$ cat config.mk
export PLATFORM = sky130hd
export DESIGN_NAME = raster_sort_bit_reversed_order_flat
export DESIGN_NICKNAME = d
export VERILOG_FILES = /design/src/hdl/rsbro_pkg.sv /design/src/hdl/rsbro_if.sv /design/src/hdl/raster_sort_bit_reversed_order.sv /design/src/hdl/rsbro_ram.sv /design/src/flat_wrapper.sv
export SDC_FILE = /design/constraint.sdc
export NUM_CORES = 2
export LEC_CHECK = 0
export BUFFER_PORTS_ARGS = -buffer_cell sky130_fd_sc_hd__buf_2
export CORE_MARGIN = 2
export CORE_UTILIZATION = 57
export CTS_CLUSTER_DIAMETER = 150
export DETAILED_ROUTE_END_ITERATION = 8
export PLACE_DENSITY_LB_ADDON = 0.1
export SETUP_SLACK_MARGIN = 0.4
export SLEW_MARGIN = 20
export SYNTH_ARGS = -nofsm -noshare
export SYNTH_HDL_FRONTEND = slang
export SYNTH_SLANG_ARGS = --single-unit
$ cat constraint.sdc
create_clock -name i_clk -period 4.3 [get_ports i_clk]
set_clock_uncertainty 0.1 [all_clocks]
set_input_delay 0.215 -clock i_clk [delete_from_list [all_inputs] [get_ports i_clk]]
set_output_delay 0.215 -clock i_clk [all_outputs]
set_load 0.005 [all_outputs]
$ cat src/hdl/rsbro_pkg.sv
// Package with shared constants, types and helper functions for the raster sorter.
`default_nettype none
package rsbro_pkg;

    localparam int MAX_POINTS = 64;
    localparam int COORD_BITS = 16;
    localparam int IDX_BITS   = (MAX_POINTS > 1) ? $clog2(MAX_POINTS) : 1;
    localparam int CNT_BITS   = $clog2(MAX_POINTS + 1);
    localparam int SHIFT_BITS = $clog2(IDX_BITS + 1);
    localparam int NUM_BITS   = 7;

    typedef struct packed {
        logic [COORD_BITS-1:0] y;
        logic [COORD_BITS-1:0] x;
        logic [IDX_BITS-1:0]   idx;
    } t_entry;

    localparam int ENTRY_BITS = $bits(t_entry);

    typedef enum logic [2:0] {
        ST_IDLE,
        ST_CMP,
        ST_PUT,
        ST_EMIT_RD,
        ST_EMIT_LD
    } t_state;

    // True when stored entry a comes strictly after entry b in raster order.
    function automatic logic key_after(input t_entry a, input t_entry b);
        return {a.y, a.x} > {b.y, b.x};
    endfunction

    function automatic logic [IDX_BITS-1:0] bit_rev(input logic [IDX_BITS-1:0] v);
        logic [IDX_BITS-1:0] r;
        for (int b = 0; b < IDX_BITS; b++) begin
            r[b] = v[IDX_BITS-1-b];
        end
        return r;
    endfunction

    // Number of index bits needed to span cnt entries (log2 of the next power of two).
    function automatic logic [SHIFT_BITS-1:0] span_bits(input logic [CNT_BITS-1:0] cnt);
        logic [SHIFT_BITS-1:0] r;
        r = '0;
        for (int b = 0; b < IDX_BITS; b++) begin
            if ((CNT_BITS+1)'(1 << b) < {1'b0, cnt}) begin
                r = SHIFT_BITS'(b + 1);
            end
        end
        return r;
    endfunction

endpackage
`default_nettype wire

$ cat src/hdl/rsbro_if.sv
// Handshake channel interfaces for point beats and result beats.
`default_nettype none
interface rsbro_in_if;
    logic                            valid;
    logic                            ready;
    logic [rsbro_pkg::COORD_BITS-1:0] x_coord;
    logic [rsbro_pkg::COORD_BITS-1:0] y_coord;
    logic                            last_point;

    modport source (output valid, x_coord, y_coord, last_point, input ready);
    modport sink   (input valid, x_coord, y_coord, last_point, output ready);
endinterface

interface rsbro_out_if;
    logic                          valid;
    logic                          ready;
    logic [rsbro_pkg::NUM_BITS-1:0] point_number;
    logic                          final_result;
    logic                          overflow;

    modport source (output valid, point_number, final_result, overflow, input ready);
    modport sink   (input valid, point_number, final_result, overflow, output ready);
endinterface
`default_nettype wire

$ cat src/hdl/raster_sort_bit_reversed_order.sv
// Raster-order point sorter with bit-reversed emission of load numbers.
//
// Points arrive as beats on i_pt (x_coord, y_coord, last_point). Each point is
// insertion-sorted into one RAM that holds {y, x, load index} in raster order.
// A point whose insertion position is k below the current count walks down
// k entries, each moved up one slot by one RAM read/compare/write, then is
// written into the freed slot; the first point of a set is written directly.
// i_pt.ready is high only between points. Up to MAX_POINTS (64) points are
// held; later points of a set are dropped and flag overflow on every result.
// A beat with last_point set (stored or dropped) starts emission: sorted
// positions are visited in bit-reversed order over the next power of two of
// the count, and each valid position yields one beat on o_res carrying the
// 1-based load number; final_result marks the set's last beat. Each result
// goes through a RAM read state and then an output register load state;
// skipped indices only pass through the read state. If o_res is stalled,
// emission waits with the result held in the output register. After the
// final result, a new empty set begins. Reset (i_rst_n low, synchronous)
// empties the set and clears overflow; the RAM contents need no clearing.
`default_nettype none
module raster_sort_bit_reversed_order (
    input  wire logic  i_clk,
    input  wire logic  i_rst_n,
    rsbro_in_if.sink   i_pt,
    rsbro_out_if.source o_res
);

    rsbro_pkg::t_state r_state, n_state;
    logic [rsbro_pkg::CNT_BITS-1:0]   r_count, n_count;
    logic                             r_ovf, n_ovf;
    rsbro_pkg::t_entry                r_new, n_new;
    logic [rsbro_pkg::IDX_BITS-1:0]   r_pos, n_pos;
    logic                             r_last, n_last;
    logic [rsbro_pkg::IDX_BITS-1:0]   r_scan, n_scan;
    logic [rsbro_pkg::CNT_BITS-1:0]   r_emitted, n_emitted;
    logic                             r_out_valid, n_out_valid;
    logic [rsbro_pkg::NUM_BITS-1:0]   r_out_num, n_out_num;
    logic                             r_out_final, n_out_final;
    logic                             r_out_ovf, n_out_ovf;

    logic                                   ram_we;
    logic [rsbro_pkg::IDX_BITS-1:0]         ram_waddr;
    rsbro_pkg::t_entry                      ram_wdata;
    logic [rsbro_pkg::IDX_BITS-1:0]         ram_raddr;
    logic [rsbro_pkg::ENTRY_BITS-1:0]       ram_rdata;
    rsbro_pkg::t_entry                      rd_entry;

    logic                                   in_fire;
    logic                                   out_fire;
    logic [rsbro_pkg::SHIFT_BITS-1:0]       w_shift;
    logic [rsbro_pkg::IDX_BITS-1:0]         w_rev;
    logic                                   w_final;

    rsbro_ram #(
        .WIDTH (rsbro_pkg::ENTRY_BITS),
        .DEPTH (rsbro_pkg::MAX_POINTS)
    ) u_sort_ram (
        .i_clk   (i_clk),
        .i_we    (ram_we),
        .i_waddr (ram_waddr),
        .i_wdata (ram_wdata),
        .i_raddr (ram_raddr),
        .o_rdata (ram_rdata)
    );

    assign rd_entry = rsbro_pkg::t_entry'(ram_rdata);
    assign in_fire  = i_pt.valid && i_pt.ready;
    assign out_fire = o_res.valid && o_res.ready;

    // Sorted position for the scan index: reverse over all index bits, then
    // drop the bits above the span of the current count.
    assign w_shift = rsbro_pkg::SHIFT_BITS'(rsbro_pkg::IDX_BITS) -
                     rsbro_pkg::span_bits(r_count);
    assign w_rev   = rsbro_pkg::bit_rev(r_scan) >> w_shift;
    assign w_final = (r_emitted + rsbro_pkg::CNT_BITS'(1)) == r_count;

    assign i_pt.ready         = (r_state == rsbro_pkg::ST_IDLE);
    assign o_res.valid        = r_out_valid;
    assign o_res.point_number = r_out_num;
    assign o_res.final_result = r_out_final;
    assign o_res.overflow     = r_out_ovf;

    always_comb begin
        n_state     = r_state;
        n_count     = r_count;
        n_ovf       = r_ovf;
        n_new       = r_new;
        n_pos       = r_pos;
        n_last      = r_last;
        n_scan      = r_scan;
        n_emitted   = r_emitted;
        n_out_valid = out_fire ? 1'b0 : r_out_valid;
        n_out_num   = r_out_num;
        n_out_final = r_out_final;
        n_out_ovf   = r_out_ovf;
        ram_we      = 1'b0;
        ram_waddr   = r_pos;
        ram_wdata   = r_new;
        ram_raddr   = '0;

        case (r_state)
            rsbro_pkg::ST_IDLE: begin
                n_scan    = '0;
                n_emitted = '0;
                if (in_fire) begin
                    if (r_count == rsbro_pkg::CNT_BITS'(rsbro_pkg::MAX_POINTS)) begin
                        n_ovf = 1'b1;
                        if (i_pt.last_point) begin
                            n_state = rsbro_pkg::ST_EMIT_RD;
                        end
                    end else begin
                        n_new.y   = i_pt.y_coord;
                        n_new.x   = i_pt.x_coord;
                        n_new.idx = rsbro_pkg::IDX_BITS'(r_count);
                        n_last    = i_pt.last_point;
                        if (r_count == '0) begin
                            ram_we    = 1'b1;
                            ram_waddr = '0;
                            ram_wdata = n_new;
                            n_count   = rsbro_pkg::CNT_BITS'(1);
                            if (i_pt.last_point) begin
                                n_state = rsbro_pkg::ST_EMIT_RD;
                            end
                        end else begin
                            ram_raddr = rsbro_pkg::IDX_BITS'(r_count - rsbro_pkg::CNT_BITS'(1));
                            n_pos     = rsbro_pkg::IDX_BITS'(r_count);
                            n_state   = rsbro_pkg::ST_CMP;
                        end
                    end
                end
            end
            rsbro_pkg::ST_CMP: begin
                ram_we = 1'b1;
                if (rsbro_pkg::key_after(rd_entry, r_new)) begin
                    // Move the larger entry up one slot and look one further down.
                    ram_wdata = rd_entry;
                    n_pos     = r_pos - rsbro_pkg::IDX_BITS'(1);
                    ram_raddr = r_pos - rsbro_pkg::IDX_BITS'(2);
                    if (r_pos == rsbro_pkg::IDX_BITS'(1)) begin
                        n_state = rsbro_pkg::ST_PUT;
                    end
                end else begin
                    n_count = r_count + rsbro_pkg::CNT_BITS'(1);
                    n_state = r_last ? rsbro_pkg::ST_EMIT_RD : rsbro_pkg::ST_IDLE;
                end
            end
            rsbro_pkg::ST_PUT: begin
                ram_we    = 1'b1;
                ram_waddr = '0;
                n_count   = r_count + rsbro_pkg::CNT_BITS'(1);
                n_state   = r_last ? rsbro_pkg::ST_EMIT_RD : rsbro_pkg::ST_IDLE;
            end
            rsbro_pkg::ST_EMIT_RD: begin
                ram_raddr = w_rev;
                if ({1'b0, w_rev} >= (rsbro_pkg::IDX_BITS+1)'(r_count)) begin
                    n_scan = r_scan + rsbro_pkg::IDX_BITS'(1);
                end else if (!r_out_valid || out_fire) begin
                    n_scan  = r_scan + rsbro_pkg::IDX_BITS'(1);
                    n_state = rsbro_pkg::ST_EMIT_LD;
                end
            end
            rsbro_pkg::ST_EMIT_LD: begin
                n_out_valid = 1'b1;
                n_out_num   = rsbro_pkg::NUM_BITS'(rd_entry.idx) + rsbro_pkg::NUM_BITS'(1);
                n_out_final = w_final;
                n_out_ovf   = r_ovf;
                n_emitted   = r_emitted + rsbro_pkg::CNT_BITS'(1);
                if (w_final) begin
                    n_count = '0;
                    n_ovf   = 1'b0;
                    n_state = rsbro_pkg::ST_IDLE;
                end else begin
                    n_state = rsbro_pkg::ST_EMIT_RD;
                end
            end
            default: begin
                n_state = rsbro_pkg::ST_IDLE;
            end
        endcase
    end

    always_ff @(posedge i_clk) begin
        if (!i_rst_n) begin
            r_state     <= rsbro_pkg::ST_IDLE;
            r_count     <= '0;
            r_ovf       <= 1'b0;
            r_out_valid <= 1'b0;
        end else begin
            r_state     <= n_state;
            r_count     <= n_count;
            r_ovf       <= n_ovf;
            r_out_valid <= n_out_valid;
        end
    end

    always_ff @(posedge i_clk) begin
        r_new       <= n_new;
        r_pos       <= n_pos;
        r_last      <= n_last;
        r_scan      <= n_scan;
        r_emitted   <= n_emitted;
        r_out_num   <= n_out_num;
        r_out_final <= n_out_final;
        r_out_ovf   <= n_out_ovf;
    end

    // The insertion walk never reaches below slot zero.
    a_cmp_pos: assert property (@(posedge i_clk) disable iff (!i_rst_n)
        r_state == rsbro_pkg::ST_CMP |-> r_pos != '0)
        else $error("insertion walk at slot zero");

    a_count_cap: assert property (@(posedge i_clk) disable iff (!i_rst_n)
        r_count <= rsbro_pkg::CNT_BITS'(rsbro_pkg::MAX_POINTS))
        else $error("point count beyond capacity");

    // Emission never produces more results than points held.
    a_emit_bound: assert property (@(posedge i_clk) disable iff (!i_rst_n)
        (r_state == rsbro_pkg::ST_EMIT_RD || r_state == rsbro_pkg::ST_EMIT_LD)
        |-> r_emitted < r_count)
        else $error("emitted more results than stored points");

    // A final beat leaves the block with an empty set.
    a_final_clear: assert property (@(posedge i_clk) disable iff (!i_rst_n)
        $rose(r_out_valid) && r_out_final |-> r_count == '0 && !r_ovf)
        else $error("set not cleared after final result");

endmodule
`default_nettype wire

$ cat src/hdl/rsbro_ram.sv
// Generic simple dual-port RAM with one write port and a registered read port.
`default_nettype none
module rsbro_ram #(
    parameter int WIDTH = 8,
    parameter int DEPTH = 64
) (
    input  wire logic                             i_clk,
    input  wire logic                             i_we,
    input  wire logic [$clog2(DEPTH > 1 ? DEPTH : 2)-1:0] i_waddr,
    input  wire logic [WIDTH-1:0]                 i_wdata,
    input  wire logic [$clog2(DEPTH > 1 ? DEPTH : 2)-1:0] i_raddr,
    output logic      [WIDTH-1:0]                 o_rdata
);

    logic [WIDTH-1:0] r_mem [DEPTH];

    always_ff @(posedge i_clk) begin
        if (i_we) begin
            r_mem[i_waddr] <= i_wdata;
        end
        o_rdata <= r_mem[i_raddr];
    end

endmodule
`default_nettype wire
$ cat src/flat_wrapper.sv
// flat-port wrapper written by rule: the top's interface ports become plain ports
module raster_sort_bit_reversed_order_flat 
  (i_clk, i_rst_n, i_pt_valid, i_pt_x_coord, i_pt_y_coord, i_pt_last_point, i_pt_ready, o_res_valid, o_res_point_number, o_res_final_result, o_res_overflow, o_res_ready);
  rsbro_in_if i_pt_i ();
  rsbro_out_if o_res_i ();
  input  wire logic i_clk;
  input  wire logic i_rst_n;
  input wire logic [$bits(i_pt_i.valid)-1:0] i_pt_valid;
  input wire logic [$bits(i_pt_i.x_coord)-1:0] i_pt_x_coord;
  input wire logic [$bits(i_pt_i.y_coord)-1:0] i_pt_y_coord;
  input wire logic [$bits(i_pt_i.last_point)-1:0] i_pt_last_point;
  output wire logic [$bits(i_pt_i.ready)-1:0] i_pt_ready;
  output wire logic [$bits(o_res_i.valid)-1:0] o_res_valid;
  output wire logic [$bits(o_res_i.point_number)-1:0] o_res_point_number;
  output wire logic [$bits(o_res_i.final_result)-1:0] o_res_final_result;
  output wire logic [$bits(o_res_i.overflow)-1:0] o_res_overflow;
  input wire logic [$bits(o_res_i.ready)-1:0] o_res_ready;
  assign i_pt_i.valid = i_pt_valid;
  assign i_pt_i.x_coord = i_pt_x_coord;
  assign i_pt_i.y_coord = i_pt_y_coord;
  assign i_pt_i.last_point = i_pt_last_point;
  assign i_pt_ready = i_pt_i.ready;
  assign o_res_valid = o_res_i.valid;
  assign o_res_point_number = o_res_i.point_number;
  assign o_res_final_result = o_res_i.final_result;
  assign o_res_overflow = o_res_i.overflow;
  assign o_res_i.ready = o_res_ready;
  raster_sort_bit_reversed_order u_core (.i_clk(i_clk), .i_rst_n(i_rst_n), .i_pt(i_pt_i), .o_res(o_res_i));
endmodule
==> run_results.csv <==
group,metric,value,unit
status,outcome,"complete, but fails checks",
status,violations,"setup timing",
die,coreArea,174000,um2
timing,slew_headroom,35.1,%
placed_design,hpwl,172000,um
cells_and_area,layout_common_cells,"edfxtp_1, nand2_1, buf_4, mux2i_1, clkbuf_16",
logic_synthesis,ys_async_sr_fraction,0,%
die,ios,48,
grt,grt_max_degree,65,
power,power,102,mW
timing,slew_viol_final,0,
power,power_leakage,41.9,nW
worst_setup_path,cp_data_arrival_time,5.33,ns
cells_and_area,fill_cells,10800,
worst_setup_path,critPathKind,"reg2reg",
run,maxCapViolCount,0,
worst_setup_path,critPathBufInv,12,
worst_setup_path,path_cells,"inv_1, ha_4, nand4_1, buf_6, nor4_4, buf_4, buf_6, nand4b_1, a31oi_4, nor3_2, buf_4, o211a_4, buf_12, buf_16, buf_12, nand3_4, buf_4, buf_12, a21oi_1, a2111oi_4, buf_4, a22o_1, a311oi_1, buf_4",
worst_setup_path,required,5.02,ns
drt,drt_iter0_drc,8230,
timing,setup_viol,38,
power,p_sw_share,35.3,%
worst_setup_path,timing.critical_path.mode_cell,"buf_4",
power,power.density,821,nW/um2
drt,ant_nets,0,
worst_setup_path,cpPeakStageDelay,0.42,ns
timing,period_share,107,%
cells_and_area,fin_area,124000,um2
logic_synthesis,synth.distinct_cells,85,
drt,drt-wirelength-per-cell,31.4,um
grt,track_usage,32.3,%
drt,via_per_inst,6.44,
clock_tree,clock_path_buffers,4,
worst_setup_path,end_kind,"flip-flop",
die,die_w,424,um
timing,finalHoldViolations,0,
clock_tree,htreeDepth,5,
clock_tree,clock_latency,0.93,ns
clock_tree,cts-root-buf,"clkbuf_16",
timing,rsz0062_at_grt,"true",
drt,drt-pass1-iter-count,8,
worst_setup_path,crit_path_max_fanout,14,
logic_synthesis,yosysWarnings,0,
cells_and_area,layout_commonest_cell,"edfxtp_1",
clock_tree,cts_made_buffers,278,
timing,worst_slack,-0.307,ns
worst_setup_path,cp_top_family,"buffers and inverters",
logic_synthesis,synth_top_flop_cell,"edfxtp_1",
grt,grt_pass1_vias,58600,
drt,drc,0,
cells_and_area,drive_above_1_share,28.1,%
grt,grt_overflow,0,
placed_design,place_area,110000,um2
worst_setup_path,cpMaxStageDelayCell,"nor4_4",
power,pwr-share-seq,35.5,%
timing,whs,0.0361,ns
power,ir_drop,0.651,mV
timing,max_freq,0.217,GHz
drt,wl,293000,um
cells_and_area,fin_nets,6895,
die,core.rowCount,153,
power,clockPowerShare,21.7,%
clock_tree,cts_tree,"yes",
worst_setup_path,worstSetupStartpointType,"flip-flop",
timing,min_period,4.61,ns
placed_design,gp_congestion,0.916,
grt,grt_first_pass_wirelength,414000,um
die,die_h,424,um
power,p_comb_share,42.7,%
logic_synthesis,synth-seq-cells,2549,
logic_synthesis,syn_area_per_cell,17.1,um2
die,dieArea,179000,um2
clock_tree,cts.sinks,2549,
grt,antenna_found_initial,12,
logic_synthesis,synth-edff-count,2499,
timing,tightest_slew,0.970,ns
power,netSwitchingPower,36.0,mW
logic_synthesis,ys_seq_area_share,75.8,%
drt,num_vias,60000,
logic_synthesis,syn_nets,5951,
min_path,worstHoldPathType,"in2reg",
logic_synthesis,postSynthCellCount,5867,
placed_design,io_buffer_count,47,
die,start_util,57.5,%
placed_design,pre_cts_ws,-1.42,ns
power,p_int,65.9,mW
logic_synthesis,synth_area,100000,um2
cells_and_area,area_delta_synth_final,23.8,%
clock_tree,clkTransAtPathRegs,0.06,ns
[power groups by stage]
stage          registers (mW)  logic (mW)  clock network (mW)
2_1_floorplan            36.6        18.1                   0
3_3_place_gp             36.6        34.9                   0
3_5_place_dp             36.6        35.6                   0
4_1_cts                  36.1        40.3                22.3
5_1_grt                  36.3        45.6                23.4
6_report                 36.2        43.6                22.2
[path summary, 6_finish.rpt]
| path | end | slack [ns] | depth (start not counted) | startpoint |
|---|---|---|---|---|
| setup reg to reg | u_core.u_sort_ram.o_rdata[35] | -0.31 | 24 | u_core.r_new[32] |
| hold reg to reg | u_core.o_res.overflow | 0.37 | 0 | u_core.r_ovf |
| setup / recovery | u_core.u_sort_ram.o_rdata[35] | -0.31 | 24 | u_core.r_new[32] |
| hold / removal | u_core.r_new[23] | 0.04 | 2 | i_pt_y_coord[1] |
[flip-flops by register name (all words and copies together) (netlist names)]
name and count:
u_core.r_ovf 1, u_core.r_state 3, u_core.o_res.overflow 1, u_core.u_sort_ram.o_rdata 38
u_core.u_sort_ram.r_mem 2432, u_core.o_res.valid 1, u_core.r_emitted 7, u_core.r_last 1
u_core.r_pos 6, u_core.r_scan 6, u_core.o_res.point_number 7, u_core.o_res.final_result 1
u_core.r_new 38, u_core.r_count 7
[stage by stage]
| step | TNS, ns | cells | util (%) |
|---|---|---|---|
| 3_3_place_gp | -167.92 | 8648 | 63.3 |
| 2_1_floorplan | -28.85 | 5867 | - |
| 5_1_grt | -11.02 | 9319 | 71.2 |
| 6_report | -7.52 | 9322 | 71.2 |
| 4_1_cts | -4.20 | 9252 | 70.1 |
| 3_5_place_dp | -327.92 | 8649 | 63.3 |
[area by class of cell]
cell class | instances | area [um2] | share of cell area, %
Clock inverter | 90 | 647 | 0.521
Sequential cell | 2549 | 76100 | 61.2
Timing Repair Buffer | 1008 | 11200 | 9.02
Antenna cell | 4 | 10.0 | 0.00806
Multi-Input combinational cell | 2889 | 25400 | 20.4
Tap cell | 2325 | 2910 | 2.34
Clock buffer | 372 | 7640 | 6.16
Inverter | 85 | 320 | 0.258
[synthesized netlist by cell type (all sizes together), types with 5 or more instances]
library cell	count	area (um2)
inv	85	319
a211oi	81	608
a221oi	8	70.1
and2	10	62.6
mux4	222	5000
clkbuf	162	608
ha	47	588
a222oi	34	340
a2111oi	69	618
nand2	787	2960
a31oi	17	106
nor3	112	566
o22ai	22	138
edfxtp	2499	75000
a22oi	61	458
o21a	5	37.5
nand4	11	68.8
dfxtp	50	1000
a221o	7	70.1
nor2b	5	31.3
a32o	31	310
buf	184	1030
xor2	13	114
and3	159	995
a22o	44	385
o32ai	30	263
nand3	108	546
a21oi	164	828
a311oi	9	85.1
nor2	128	483
or2	8	50.1
o21ai	35	179
mux2i	436	4360
mux2	48	541
nor4	16	106
nand4b	5	43.8
xnor2	20	175
or3	8	50.1
o221ai	72	637
nand2b	7	43.8
[timing repair]
| action | CTS | global route |
|---|---|---|
| gates cloned | 22 | 14 |
| endpoints found under the hold margin | 1516 | 0 |
| hold buffers | 54 | 0 |
| pin swaps | 90 | 111 |
| endpoints found under the setup margin | 2481 | 2534 |
| resized for setup | 382 | 201 |
| buffers inserted | 65 | 52 |
[per-layer routing]
layer | part of all wire (%) | up-vias | track usage [%]
met3 | 10 | 635 | 7.01
met5 | 0.0072 | - | 0
li1 | - | 25200 | -
met2 | 47 | 3399 | 50.5
met4 | 4.0 | 4 | 12.5
met1 | 39 | 30800 | 44.9
[cell families (layout without fill, tap and decap cells)]
logic type | count (synthesis) | count (layout) | synth area share, %
AND/OR/NAND/NOR | 1381 | 1381 | 6.14
multiplexers | 706 | 706 | 9.87
adder cells (fa/ha/maj) | 47 | 47 | 0.586
AO/OA/AOI/OAI | 720 | 722 | 5.38
flip-flops | 2549 | 2549 | 75.8
XOR/XNOR | 33 | 33 | 0.288
buffers and inverters | 431 | 1555 | 1.95
other | 0 | 4 | 0
(Power assumes the default switching activity.)
